<file path="config.mk">
export PLATFORM = sky130hd
export DESIGN_NAME = catmull_rom_table_interpolator_top
export DESIGN_NICKNAME = d
export VERILOG_FILES = /design/src/rtl/core/crti_pkg.sv /design/src/rtl/core/catmull_rom_table_interpolator_top.sv
export SDC_FILE = /design/constraint.sdc
export NUM_CORES = 2
export LEC_CHECK = 0
export ABC_CLOCK_PERIOD_IN_PS = 12700
export BUFFER_PORTS_ARGS = -buffer_cell sky130_fd_sc_hd__buf_2
export CAP_MARGIN = 20
export CORE_MARGIN = 10
export CORE_UTILIZATION = 30
export CTS_CLUSTER_DIAMETER = 30
export DETAILED_ROUTE_END_ITERATION = 8
export MAX_ROUTING_LAYER = met4
export PLACE_DENSITY_LB_ADDON = 0.25
export SYNTH_ARGS = -nofsm -noshare
export SYNTH_HDL_FRONTEND = slang
export SYNTH_SLANG_ARGS = --single-unit
</file>
<file path="constraint.sdc">
create_clock -name clk_i -period 12.7 [get_ports clk_i]
set_clock_uncertainty 0.2 [all_clocks]
set_input_delay 3.175 -clock clk_i [delete_from_list [all_inputs] [get_ports clk_i]]
set_output_delay 3.175 -clock clk_i [all_outputs]
set_load 0.05 [all_outputs]
</file>
<file path="src/rtl/core/crti_pkg.sv">
// Shared types and constants for the Catmull-Rom table interpolator.
// Depends on nothing; the top level refers to it by scoped names.
`timescale 1ns / 1ps

package crti_pkg;

  // Table geometry.
  localparam int TABLE_SIZE = 8;
  localparam int IDX_W      = (TABLE_SIZE > 1) ? $clog2(TABLE_SIZE) : 1;
  // Scaled position p = pos * (TABLE_SIZE - 1) stays below 2^16 * TABLE_SIZE.
  localparam int P_W        = 16 + IDX_W;

  // Fixed-point constants.
  localparam int ONE_Q14    = 16384;
  localparam int POS_END    = 65536;
  localparam int MIN_SCALE  = 4;

  // Datapath widths.
  localparam int C_W        = 20;   // cubic coefficients, signed
  localparam int PROD_W     = 37;   // C_W x 17 signed product
  localparam int ACC_W      = 40;   // weighted sum, signed
  localparam int FRAC_SHIFT = 17;   // sum is divided by 2^17

  // Sample normalization divider: 30 quotient bits, one per cycle.
  localparam int DIV_STEPS  = 30;
  localparam int DIV_CNT_W  = 5;

  // Request codes.
  localparam logic REQ_WRITE = 1'b0;
  localparam logic REQ_QUERY = 1'b1;

  // Register map (word index taken from paddr[2]).
  localparam logic REG_MAX_ABS = 1'b0;
  localparam logic [14:0] MAX_ABS_RESET = 15'd4096;

  typedef enum logic [3:0] {
    ST_IDLE,
    ST_DIV,
    ST_WR,
    ST_RD0,
    ST_RD1,
    ST_RD2,
    ST_RD3,
    ST_RD4,
    ST_MAC1,
    ST_MAC2,
    ST_MAC3,
    ST_MAC4,
    ST_DONE
  } state_e;

endpackage

</file>
<file path="src/rtl/core/catmull_rom_table_interpolator_top.sv">
// Top level of the Catmull-Rom table interpolator: sample table memory,
// bit-serial normalization divider and a shared-multiplier cubic sequencer.
// Depends on crti_pkg.
//
//   channel   direction  handshake                      payload
//   request   in         start & !busy                  req_type, table_index,
//                                                       sample_value, position
//   result    out        result_valid_o (one cycle)     interp_value_o
//   config    in         psel & penable & pwrite        pwdata (max_abs at 0x0)
//
// A query keeps busy high while it makes the four neighbour reads through the
// single synchronous read port, runs the multiply-accumulate steps on one shared
// multiplier and applies the final scale and clamp.
// The result strobe appears in the first cycle with busy low again.
// A write keeps busy high while the divider yields one quotient bit per cycle
// (30 bits) and then the table is written.
// Reset sets max_abs to 4096; table entries are undefined until written.
// The result port has no back-pressure; start is ignored while busy is high.
`timescale 1ns / 1ps

module catmull_rom_table_interpolator_top (
  input  logic                clk_i,
  input  logic                rst_ni,
  // request word
  input  logic                start,
  output logic                busy,
  input  logic                req_type_i,
  input  logic [7:0]          table_index_i,
  input  logic signed [15:0]  sample_value_i,
  input  logic [16:0]         position_i,
  // result word
  output logic                result_valid_o,
  output logic signed [15:0]  interp_value_o,
  // configuration
  input  logic                psel,
  input  logic                penable,
  input  logic                pwrite,
  input  logic [2:0]          paddr,
  input  logic [31:0]         pwdata,
  output logic [31:0]         prdata,
  output logic                pready
);

  localparam int IDX_W = crti_pkg::IDX_W;
  localparam int P_W   = crti_pkg::P_W;
  localparam int C_W   = crti_pkg::C_W;
  localparam int ACC_W = crti_pkg::ACC_W;

  crti_pkg::state_e state_q, state_d;

  // Configuration.
  logic [14:0] max_abs_q;
  logic        cfg_we;

  // Table memory.
  logic signed [15:0] mem [crti_pkg::TABLE_SIZE];
  logic signed [15:0] rdata_q;
  logic [IDX_W-1:0]   mem_raddr;
  logic               mem_we;
  logic signed [15:0] mem_wdata;

  // Write path.
  logic [7:0]                     widx_q;
  logic                           neg_q;
  logic [15:0]                    rem_q;
  logic [crti_pkg::DIV_STEPS-1:0] dvd_q;
  logic [crti_pkg::DIV_CNT_W-1:0] div_cnt_q;
  logic [14:0]                    scale;
  logic [15:0]                    trial;
  logic                           trial_ge;
  logic [15:0]                    raw_mag;
  logic [14:0]                    q_mag;

  // Query path.
  logic [P_W-1:0]     p_q;
  logic [P_W-1:0]     p_d;
  logic [16:0]        pos_c;
  logic [15:0]        frac;
  logic [IDX_W-1:0]   base_idx;
  logic [1:0]         rd_off;
  logic [15:0]        a2_q, a3_q;
  logic signed [15:0] p0_q, p1_q, p2_q;
  logic signed [16:0] c1_q;
  logic signed [C_W-1:0] c2_q, c3_q;
  logic signed [C_W-1:0] mul_a;
  logic signed [16:0]    mul_b;
  logic signed [crti_pkg::PROD_W-1:0] prod, prod_q;
  logic signed [ACC_W-1:0] acc_q;
  logic signed [ACC_W-1:0] acc_adj;
  logic signed [ACC_W-1:0] acc_div;
  logic signed [15:0]      result_q;
  logic                    result_valid_q;

  logic accept;

  assign accept = start && !busy;
  assign pready = 1'b1;
  assign cfg_we = psel && penable && pwrite && (paddr[2] == crti_pkg::REG_MAX_ABS);
  assign prdata = (paddr[2] == crti_pkg::REG_MAX_ABS) ? {17'd0, max_abs_q} : 32'd0;

  // Neighbour index for offset 0..3 meaning idx-1 .. idx+2, clamped to the table.
  function automatic logic [IDX_W-1:0] nbr_index(input logic [IDX_W-1:0] idx,
                                                 input logic [1:0] off);
    logic [IDX_W+1:0] sum;
    sum = (IDX_W+2)'(idx) + (IDX_W+2)'(off);
    if (sum == '0) begin
      return '0;
    end
    sum = sum - (IDX_W+2)'(1);
    if (sum > (IDX_W+2)'(crti_pkg::TABLE_SIZE - 1)) begin
      return IDX_W'(crti_pkg::TABLE_SIZE - 1);
    end
    return sum[IDX_W-1:0];
  endfunction

  // ---------------------------------------------------------------------
  // Next state
  // ---------------------------------------------------------------------
  always_comb begin
    state_d = state_q;
    unique case (state_q)
      crti_pkg::ST_IDLE: begin
        if (start) begin
          state_d = (req_type_i == crti_pkg::REQ_WRITE) ? crti_pkg::ST_DIV
                                                        : crti_pkg::ST_RD0;
        end
      end
      crti_pkg::ST_DIV: begin
        if (div_cnt_q == crti_pkg::DIV_CNT_W'(crti_pkg::DIV_STEPS - 1)) begin
          state_d = crti_pkg::ST_WR;
        end
      end
      crti_pkg::ST_WR:   state_d = crti_pkg::ST_IDLE;
      crti_pkg::ST_RD0:  state_d = crti_pkg::ST_RD1;
      crti_pkg::ST_RD1:  state_d = crti_pkg::ST_RD2;
      crti_pkg::ST_RD2:  state_d = crti_pkg::ST_RD3;
      crti_pkg::ST_RD3:  state_d = crti_pkg::ST_RD4;
      crti_pkg::ST_RD4:  state_d = crti_pkg::ST_MAC1;
      crti_pkg::ST_MAC1: state_d = crti_pkg::ST_MAC2;
      crti_pkg::ST_MAC2: state_d = crti_pkg::ST_MAC3;
      crti_pkg::ST_MAC3: state_d = crti_pkg::ST_MAC4;
      crti_pkg::ST_MAC4: state_d = crti_pkg::ST_DONE;
      crti_pkg::ST_DONE: state_d = crti_pkg::ST_IDLE;
      default:           state_d = crti_pkg::ST_IDLE;
    endcase
  end

  // ---------------------------------------------------------------------
  // State outputs: handshake, memory port and multiplier operand selection
  // ---------------------------------------------------------------------
  always_comb begin
    busy   = 1'b1;
    mem_we = 1'b0;
    rd_off = 2'd0;
    mul_a  = '0;
    mul_b  = '0;
    unique case (state_q)
      crti_pkg::ST_IDLE: busy = 1'b0;
      crti_pkg::ST_WR: begin
        mem_we = ({1'b0, widx_q} < 9'(crti_pkg::TABLE_SIZE));
      end
      crti_pkg::ST_RD0: begin
        rd_off = 2'd0;
        mul_a  = C_W'({1'b0, frac});
        mul_b  = {1'b0, frac};
      end
      crti_pkg::ST_RD1: begin
        rd_off = 2'd1;
        // prod_q holds a*a here; its upper half is a2.
        mul_a  = C_W'({1'b0, prod_q[31:16]});
        mul_b  = {1'b0, frac};
      end
      crti_pkg::ST_RD2: rd_off = 2'd2;
      crti_pkg::ST_RD3: rd_off = 2'd3;
      crti_pkg::ST_MAC1: begin
        mul_a = C_W'(c1_q);
        mul_b = {1'b0, frac};
      end
      crti_pkg::ST_MAC2: begin
        mul_a = c2_q;
        mul_b = {1'b0, a2_q};
      end
      crti_pkg::ST_MAC3: begin
        mul_a = c3_q;
        mul_b = {1'b0, a3_q};
      end
      default: ;
    endcase
  end

  assign frac      = p_q[15:0];
  assign base_idx  = p_q[16 +: IDX_W];
  assign mem_raddr = nbr_index(base_idx, rd_off);
  assign prod      = mul_a * mul_b;

  // Query position scaled onto the table span.
  assign pos_c = (position_i > 17'(crti_pkg::POS_END)) ? 17'(crti_pkg::POS_END) : position_i;
  assign p_d   = P_W'(P_W'(pos_c) * P_W'(crti_pkg::TABLE_SIZE - 1));

  // Restoring divider step on |sample| * 2^14 by max(max_abs, 4).
  assign scale    = (max_abs_q < 15'(crti_pkg::MIN_SCALE)) ? 15'(crti_pkg::MIN_SCALE)
                                                            : max_abs_q;
  assign trial    = {rem_q[14:0], dvd_q[crti_pkg::DIV_STEPS-1]};
  assign trial_ge = (trial >= {1'b0, scale});
  assign raw_mag  = sample_value_i[15] ? 16'(-sample_value_i) : 16'(sample_value_i);

  assign q_mag     = (dvd_q > crti_pkg::DIV_STEPS'(crti_pkg::ONE_Q14)) ? 15'(crti_pkg::ONE_Q14)
                                                                      : dvd_q[14:0];
  assign mem_wdata = neg_q ? -$signed({1'b0, q_mag}) : $signed({1'b0, q_mag});

  // Division by 2^17 rounding toward zero.
  assign acc_adj = acc_q + (acc_q[ACC_W-1] ? ACC_W'((1 << crti_pkg::FRAC_SHIFT) - 1)
                                           : ACC_W'(0));
  assign acc_div = acc_adj >>> crti_pkg::FRAC_SHIFT;

  // ---------------------------------------------------------------------
  // Control registers
  // ---------------------------------------------------------------------
  always_ff @(posedge clk_i or negedge rst_ni) begin
    if (!rst_ni) begin
      state_q        <= crti_pkg::ST_IDLE;
      div_cnt_q      <= '0;
      result_valid_q <= 1'b0;
      max_abs_q      <= crti_pkg::MAX_ABS_RESET;
    end else begin
      state_q        <= state_d;
      result_valid_q <= (state_q == crti_pkg::ST_DONE);
      if (state_q == crti_pkg::ST_DIV) begin
        div_cnt_q <= div_cnt_q + crti_pkg::DIV_CNT_W'(1);
      end else begin
        div_cnt_q <= '0;
      end
      if (cfg_we) begin
        max_abs_q <= pwdata[14:0];
      end
    end
  end

  // ---------------------------------------------------------------------
  // Datapath registers
  // ---------------------------------------------------------------------
  always_ff @(posedge clk_i) begin
    prod_q <= prod;
    if (accept) begin
      widx_q <= table_index_i;
      neg_q  <= sample_value_i[15];
      rem_q  <= '0;
      dvd_q  <= {raw_mag, 14'd0};
      p_q    <= p_d;
    end
    unique case (state_q)
      crti_pkg::ST_DIV: begin
        rem_q <= trial_ge ? (trial - {1'b0, scale}) : trial;
        dvd_q <= {dvd_q[crti_pkg::DIV_STEPS-2:0], trial_ge};
      end
      crti_pkg::ST_RD1: begin
        a2_q <= prod_q[31:16];
        p0_q <= rdata_q;
      end
      crti_pkg::ST_RD2: begin
        a3_q <= prod_q[31:16];
        p1_q <= rdata_q;
      end
      crti_pkg::ST_RD3: p2_q <= rdata_q;
      crti_pkg::ST_RD4: begin
        // rdata_q carries p3 in this cycle.
        c1_q <= 17'(p2_q) - 17'(p0_q);
        c2_q <= (C_W'(p0_q) <<< 1) - ((C_W'(p1_q) <<< 2) + C_W'(p1_q))
                + (C_W'(p2_q) <<< 2) - C_W'(rdata_q);
        c3_q <= ((C_W'(p1_q) <<< 1) + C_W'(p1_q)) - C_W'(p0_q)
                - ((C_W'(p2_q) <<< 1) + C_W'(p2_q)) + C_W'(rdata_q);
      end
      crti_pkg::ST_MAC1: acc_q <= ACC_W'(p1_q) <<< crti_pkg::FRAC_SHIFT;
      crti_pkg::ST_MAC2,
      crti_pkg::ST_MAC3,
      crti_pkg::ST_MAC4: acc_q <= acc_q + ACC_W'(prod_q);
      crti_pkg::ST_DONE: begin
        if (acc_div > ACC_W'(crti_pkg::ONE_Q14)) begin
          result_q <= 16'(crti_pkg::ONE_Q14);
        end else if (acc_div < -ACC_W'(crti_pkg::ONE_Q14)) begin
          result_q <= -16'(crti_pkg::ONE_Q14);
        end else begin
          result_q <= acc_div[15:0];
        end
      end
      default: ;
    endcase
  end

  // Sample table: one write port, one registered read port.
  always_ff @(posedge clk_i) begin
    if (mem_we) begin
      mem[widx_q[IDX_W-1:0]] <= mem_wdata;
    end
    rdata_q <= mem[mem_raddr];
  end

  assign result_valid_o = result_valid_q;
  assign interp_value_o = result_q;

`ifndef SYNTHESIS
  // A query produces exactly one single-cycle strobe.
  a_single_strobe: assert property (@(posedge clk_i) disable iff (!rst_ni)
    result_valid_o |=> !result_valid_o)
    else $error("result strobe held for more than one cycle");

  // Results stay within plus or minus one in Q1.14.
  a_result_range: assert property (@(posedge clk_i) disable iff (!rst_ni)
    result_valid_o |-> (interp_value_o <= 16'sd16384 && interp_value_o >= -16'sd16384))
    else $error("interpolated value outside plus or minus one");

  // A strobe only follows the final scaling cycle.
  a_strobe_source: assert property (@(posedge clk_i) disable iff (!rst_ni)
    result_valid_o |-> $past(state_q == crti_pkg::ST_DONE))
    else $error("result strobe without a finished query");

  // An accepted write always starts the normalization divider.
  a_write_divides: assert property (@(posedge clk_i) disable iff (!rst_ni)
    (start && !busy && req_type_i == crti_pkg::REQ_WRITE) |=> (state_q == crti_pkg::ST_DIV))
    else $error("accepted write did not enter the divider");
`endif

endmodule
</file>
---- Yosys cells after proc, flatten, opt, wreduce, memory -nomap -nowiden ----
Memories as Yosys holds them, arrays and structs flattened. A register that Yosys moved wholly into a read port is not among the register bits.
Cells that the tools add are included.
word-level totals
  logic and storage cells ................. 111
  memories ................................ 1
  output and inout bits ................... 51
  RAM bits ................................ 128
  input bits .............................. 83
  register bits ........................... 328
operators by class
  bitwise operators ....................... 1
  $lt $le $gt $ge ......................... 8
  reduce and logical (&&, ||, !) cells .... 12
  multipliers ............................. 2
  mux-type cells .......................... 33
  eq/ne operators ......................... 15
  $add $sub $neg .......................... 18
memory list
  name  depth  bits a word  read ports  clocked after memory_dff  wr ports  line                                      text
  mem   8      16           1           1                         1         catmull_rom_table_interpolator_top.sv:56  logic signed [15:0] mem [crti_pkg::TABLE_SIZE];
operators with widths
  operator                                              number
  case mux 20 bit (5 select lines)                      1
  2-to-1 mux 15 bit                                     6
  case mux 40 bit (2 select lines)                      1
  2-to-1 mux 30 bit                                     2
  2-to-1 mux 16 bit                                     3
  case mux 16 bit (3 select lines)                      1
  case mux 4 bit (11 select lines)                      1
  adder 40 x 18 -> 40 bit                               1
  adder 40 x 37 -> 40 bit                               1
  multiplier 20 x 17 -> 37 bit                          1
  adder 17 x 16 -> 18 bit                               2
  2-to-1 mux 17 bit                                     2
  > comparator 30 x 15 -> 1 bit, second input constant  1
  > comparator 23 x 16 -> 1 bit, second input constant  1
  < comparator 23 x 15 -> 1 bit, second input constant  1
  adder 20 x 16 -> 20 bit                               1
  adder 20 x 18 -> 20 bit                               1
  == test 4 bit, second input constant                  5
  subtractor 17 x 19 -> 20 bit                          1
  subtractor 19 x 18 -> 20 bit                          1
  subtractor 20 x 16 -> 20 bit                          1
  adder 18 x 16 -> 19 bit                               1
  multiplier 17 x 3 -> 19 bit, second input constant    1
  subtractor 18 x 16 -> 19 bit                          1
  other kinds (31)                                      51

---- Logic depth before layout (Yosys ltp) ----
  word-level depth ........................ 9
  gate-level depth with buffers ........... 34
  mapped depth without buffers ............ 30

---- Least setup slack after synthesis ----
Ideal clock, no wire load.
  path kind ............................... register to register
  start point ............................. register state_q[3]
  end point ............................... register prod_q[35] (netlist bit)
  clock period less this slack ............ 9011 ps
  path buffers ............................ 3
  library setup time ...................... 72 ps
  data required time ...................... 12428 ps
  arrival time ............................ 8739 ps
  path slack .............................. 3689 ps
  stages on the path, launching flop included .. 30
  cells stage by stage .................... dfrtp_1 -> clkbuf_1 -> inv_1 -> nand2_1 -> nor3_1 -> clkbuf_1 -> a22oi_1 -> nand4_1 -> clkbuf_1 -> nand2_1 -> fa_1 -> fa_1 -> fa_1 -> inv_1 -> fa_1 -> fa_1 -> inv_1 -> fa_1 -> inv_1 -> ha_1 -> a22oi_1 -> nand2_1 -> or3_1 -> o21a_1 -> a211oi_2 -> o31ai_1 -> or4_1 -> a31o_1 -> a21oi_2 -> xnor2_1
on the way
  longest elaborated chain between the ends .. 4
  elaborated cells on any way between the ends .. 9
  classes of those cells .................. 1 x mul; 5 x eq/ne; 2 x mux; 1 x reduce/logical
ends and longest elaborated chain
  element                                      line                                       text
  from (decl)                                  catmull_rom_table_interpolator_top.sv:49   crti_pkg::state_e state_q, state_d;
  from (signal assigned)                       catmull_rom_table_interpolator_top.sv:221  state_q <= crti_pkg::ST_IDLE;
  from (signal assigned)                       catmull_rom_table_interpolator_top.sv:226  state_q <= state_d;
  == test 4 bit, or another cell as far along  catmull_rom_table_interpolator_top.sv:157  unique case (state_q)
  OR reduction 3 bit (no line)                 n/a
  case mux 16 bit (3 select lines)             catmull_rom_table_interpolator_top.sv:157
  multiplier 20 x 17 -> 37 bit *               catmull_rom_table_interpolator_top.sv:194  assign prod = mul_a * mul_b;
  named net prod, one bit                      catmull_rom_table_interpolator_top.sv:87   logic signed [crti_pkg::PROD_W-1:0] prod, prod_q;
  to (signal assigned)                         catmull_rom_table_interpolator_top.sv:243  prod_q <= prod;
  to (decl)                                    catmull_rom_table_interpolator_top.sv:87
Mark *: on every way through the listed nets, which the timed path passes. The rest lies on a longest branch.
A chain may end at the register's enable or synchronous reset.

---- Worst setup path in the final report ----
  start point ............................. register state_q[2]
  end point ............................... register prod_q[35] (netlist bit)
The elaborated chain is that of the path after synthesis.

==> key figures <==
Timing
  – Min setup slack post-route: 2.65 ns
  – Timing-limited maximum frequency: 99.5 MHz
  – Time the final worst path needs with I/O delays and setup: 10.05 ns
  – Unrepaired setup endpoints after global routing: no
  – Final setup vio count: 0
  – Pin slew with the least headroom to its limit: 0.960 ns
  – Part of the cycle the worst path needs: 79.1%
  – Worst rel slew slack: 35.8%
  – Setup Total Neg Slack: 0 ns
  – Final Max Slew Viols: 0
  – Number of hold-slack violations in the final timing report: 0

Floorplan
  – Die Y: 385 um
  – Die boundary width: 385 um
  – Effective utilization at floorplan: 30.3%
  – Core Area: 132000 um2
  – Number of primary I/O pins: 134
  – Std cell rows: 133
  – Full die area: 148000 um2

GRT
  – Via count of the first global-routing pass: 29100
  – First-pass GRT wire length: 169 mm
  – Congestion Overflow GR: 0
  – Initial antenna violation count: 1
  – Maximum number of pins on one net before global-route repair: 66
  – Total global routing track utilization: 15.0%

Drt
  – Vias after detailed routing: 27700
  – WL final: 107 mm
  – Detailed Routing Iterations Pass 1: 5
  – Initial detailed-routing violation count: 1539
  – Detailed-route vias per instance: 4.72
  – Detailed-route DRC error count: 0
  – Detail Route Antenna Nets: 0
  – Routed len/inst: 18.2 um

Outcome
  – Run status: completed

Final layout
  – Layout overhead on the synthesized area: 17.5%
  – Number of inserted filler cells in the final layout: 13100
  – Layout cell share with drive strength beyond 1: 11.1%
  – Final instance area: 47000 um2
  – Final Net Count: 4812
  – Commonest cells after routing, fill and taps aside: 627 x sky130_fd_sc_hd__inv_1, 456 x sky130_fd_sc_hd__fa_1, 403 x sky130_fd_sc_hd__nand2_1
  – Most frequent standard cell in the layout excluding fill and tap cells: sky130_fd_sc_hd__inv_1

Place
  – Setup WS pre-CTS: 2.61 ns
  – Routability congestion estimate: 0.859
  – Post-DP HPWL: 82.1 mm
  – Buffers on Ports: 96
  – Placed cell area: 42600 um2

Yosys
  – Post-synthesis area per instance: 10.4 um2
  – Most frequently used flop master after synthesis: sky130_fd_sc_hd__edfxtp_1
  – Post-synth EDFFs: 394
  – Proportion of synthesized chip area in sequential cells: 33.8%
  – Warnings from Yosys: 0
  – Synthesized netlist cell count: 3854
  – Synthesized cell area: 40000 um2
  – Synthesized flop and latch total: 472
  – Synth cell types: 83
  – Async S/R FF share, synth: 5.30%

Clock tree
  – Number of post-CTS setup repair buffers: 0
  – TritonCTS Buffers: 121
  – Buffer depth of the longest clock path: 3
  – # H-tree levels: 3
  – Clk Latency, worst-skew pair: 0.72 ns
  – TritonCTS clock tree: done
  – Root buffer cell: sky130_fd_sc_hd__clkbuf_16
  – Hold-fix buffer count after cts: 0
  – Clock sink total: 472
  – Post-CTS sizing: 0
  – Clock edge transition at the registers on the reported setup and hold paths: 0.04 ns

Critical path
  – Critical path launch point: state_q[2]
  – Highest cell delay on the worst timing path: 0.69 ns
  – Cell with the biggest individual delay on the critical path: sky130_fd_sc_hd__nand2_1
  – Cell repeated most along the worst path: sky130_fd_sc_hd__fa_1
  – Maximum fanout encountered on the critical timing path: 49
  – Kind of end point of the critical path: register
  – Startpoint of the worst-slack reg-to-reg timing path: state_q[2]
  – WP data arrival: 10.46 ns
  – Data required time at the worst endpoint: 13.11 ns
  – Start-to-end type of the worst setup path: register to register
  – Setup crit start kind: register

Hold path
  – Beginning of the worst hold path: div_cnt_q[0]
  – Class of the tightest hold or removal check: register to register

Job
  – Max-cap viol count: 0

Power
  – Total Power Consumption: 14.3 mW
  – Areal power density over the cells: 304 nW/um2
  – Leakage dissipation: 20.3 nW
  – Maximum vdd drop: 0.228 mV
[final cells by class]
| cell class | count | area [um2] | share of cell area [%] |
|---|---|---|---|
| antenna | 1 | 2.50 | 0.00532 |
| clock buffer | 141 | 3220 | 6.84 |
| clock inverter | 91 | 1200 | 2.56 |
| inverter | 628 | 2360 | 5.01 |
| multi-input combinational | 2650 | 23800 | 50.5 |
| sequential | 472 | 13500 | 28.7 |
| tap | 1755 | 2200 | 4.67 |
| timing repair buffer | 137 | 788 | 1.68 |
[stage by stage]
stage	util, %	std cells	hold slack, ns
2_1_floorplan	-	3870	0.243
3_5_place_dp	32.3	5641	0.290
4_1_cts	35.6	5873	0.294
3_3_place_gp	32.3	5641	0.282
5_1_grt	35.6	5874	0.330
6_report	35.6	5875	0.285
[power breakdown]
part	switching [mW]	internal (mW)	total (mW)
combinational	4.90	3.35	8.25
sequential	0.316	2.48	2.79
clock	0.995	2.25	3.25
[flip-flops by register name (all words and copies together) (netlist names), 17 cells and up]
signal and count:
c2_q 20, p_q 19, c3_q 20, dvd_q 30
acc_q 40, prod_q 37, c1_q 17, mem 128
[cells in the mapped netlist (all sizes together) (6+ instances only)]
library cell,count,share of area [%]
inv,627,5.9
fa,456,23
nand2,403,3.8
edfxtp,394,30
nor2,334,3.1
ha,263,8.2
o21ai,151,1.9
a21oi,144,1.8
xnor2,115,2.5
clkbuf,75,0.70
xor2,60,1.3
nor2b,54,0.84
dfxtp,53,2.7
mux2,50,1.4
a21o,49,0.92
nand3,47,0.59
buf,45,0.62
and2,42,0.66
nor3,41,0.51
nand4,34,0.53
nand2b,31,0.48
a22oi,29,0.54
dfrtp,24,1.5
or3,23,0.36
and3,22,0.35
and4,21,0.46
o21a,21,0.39
a211oi,20,0.39
mux2i,18,0.45
o21bai,18,0.34
mux4,16,0.90
nor4,16,0.25
o31ai,15,0.28
or2,13,0.20
a31oi,11,0.19
a21boi,9,0.17
or4,9,0.17
o41ai,8,0.18
nor3b,7,0.13
a222oi,6,0.15
o211ai,6,0.11
[worst paths after layout]
check	cells after the start	to	slack, ns
max	29	prod_q[35]	2.65
min	1	div_cnt_q[0]	0.29
max reg2reg	29	prod_q[35]	2.65
min reg2reg	1	div_cnt_q[0]	0.29
max in group asynchronous	1	result_valid_o	9.59
min in group asynchronous	1	max_abs_q[6]	2.29
[cells by family after synthesis]
family / count (synthesis) / synth area share [%]
DFF: 472 / 33.8
AOI/OAI and AO/OA: 544 / 8.67
xor gates and xnor gates: 175 / 3.83
muxes: 84 / 2.76
other: 2 / 0.0188
adders and majority gates: 719 / 31.0
and+or+nand+nor: 1110 / 12.7
buffers and inverters: 748 / 7.21
[per-layer routing]
metal | global-route usage, % | up-vias | routed length, um
li1 | - | 13100 | -
met1 | 18.6 | 13800 | 46300
met2 | 25.1 | 605 | 52600
met3 | 2.11 | 163 | 4860
met4 | 4.98 | 0 | 3150
met5 | - | - | 0
[worst max-delay path, delay by kind of cell (launching register included)]
family / cells / cell delay, ns
and+or+nand+nor: 9 / 3.25
DFF: 1 / 0.54
buffers and inverters: 6 / 0.91
adders and majority gates: 7 / 3.40
AOI/OAI and AO/OA: 6 / 1.49
xor gates and xnor gates: 1 / 0.13
Note: power is estimated with default switching activity, not from simulation.
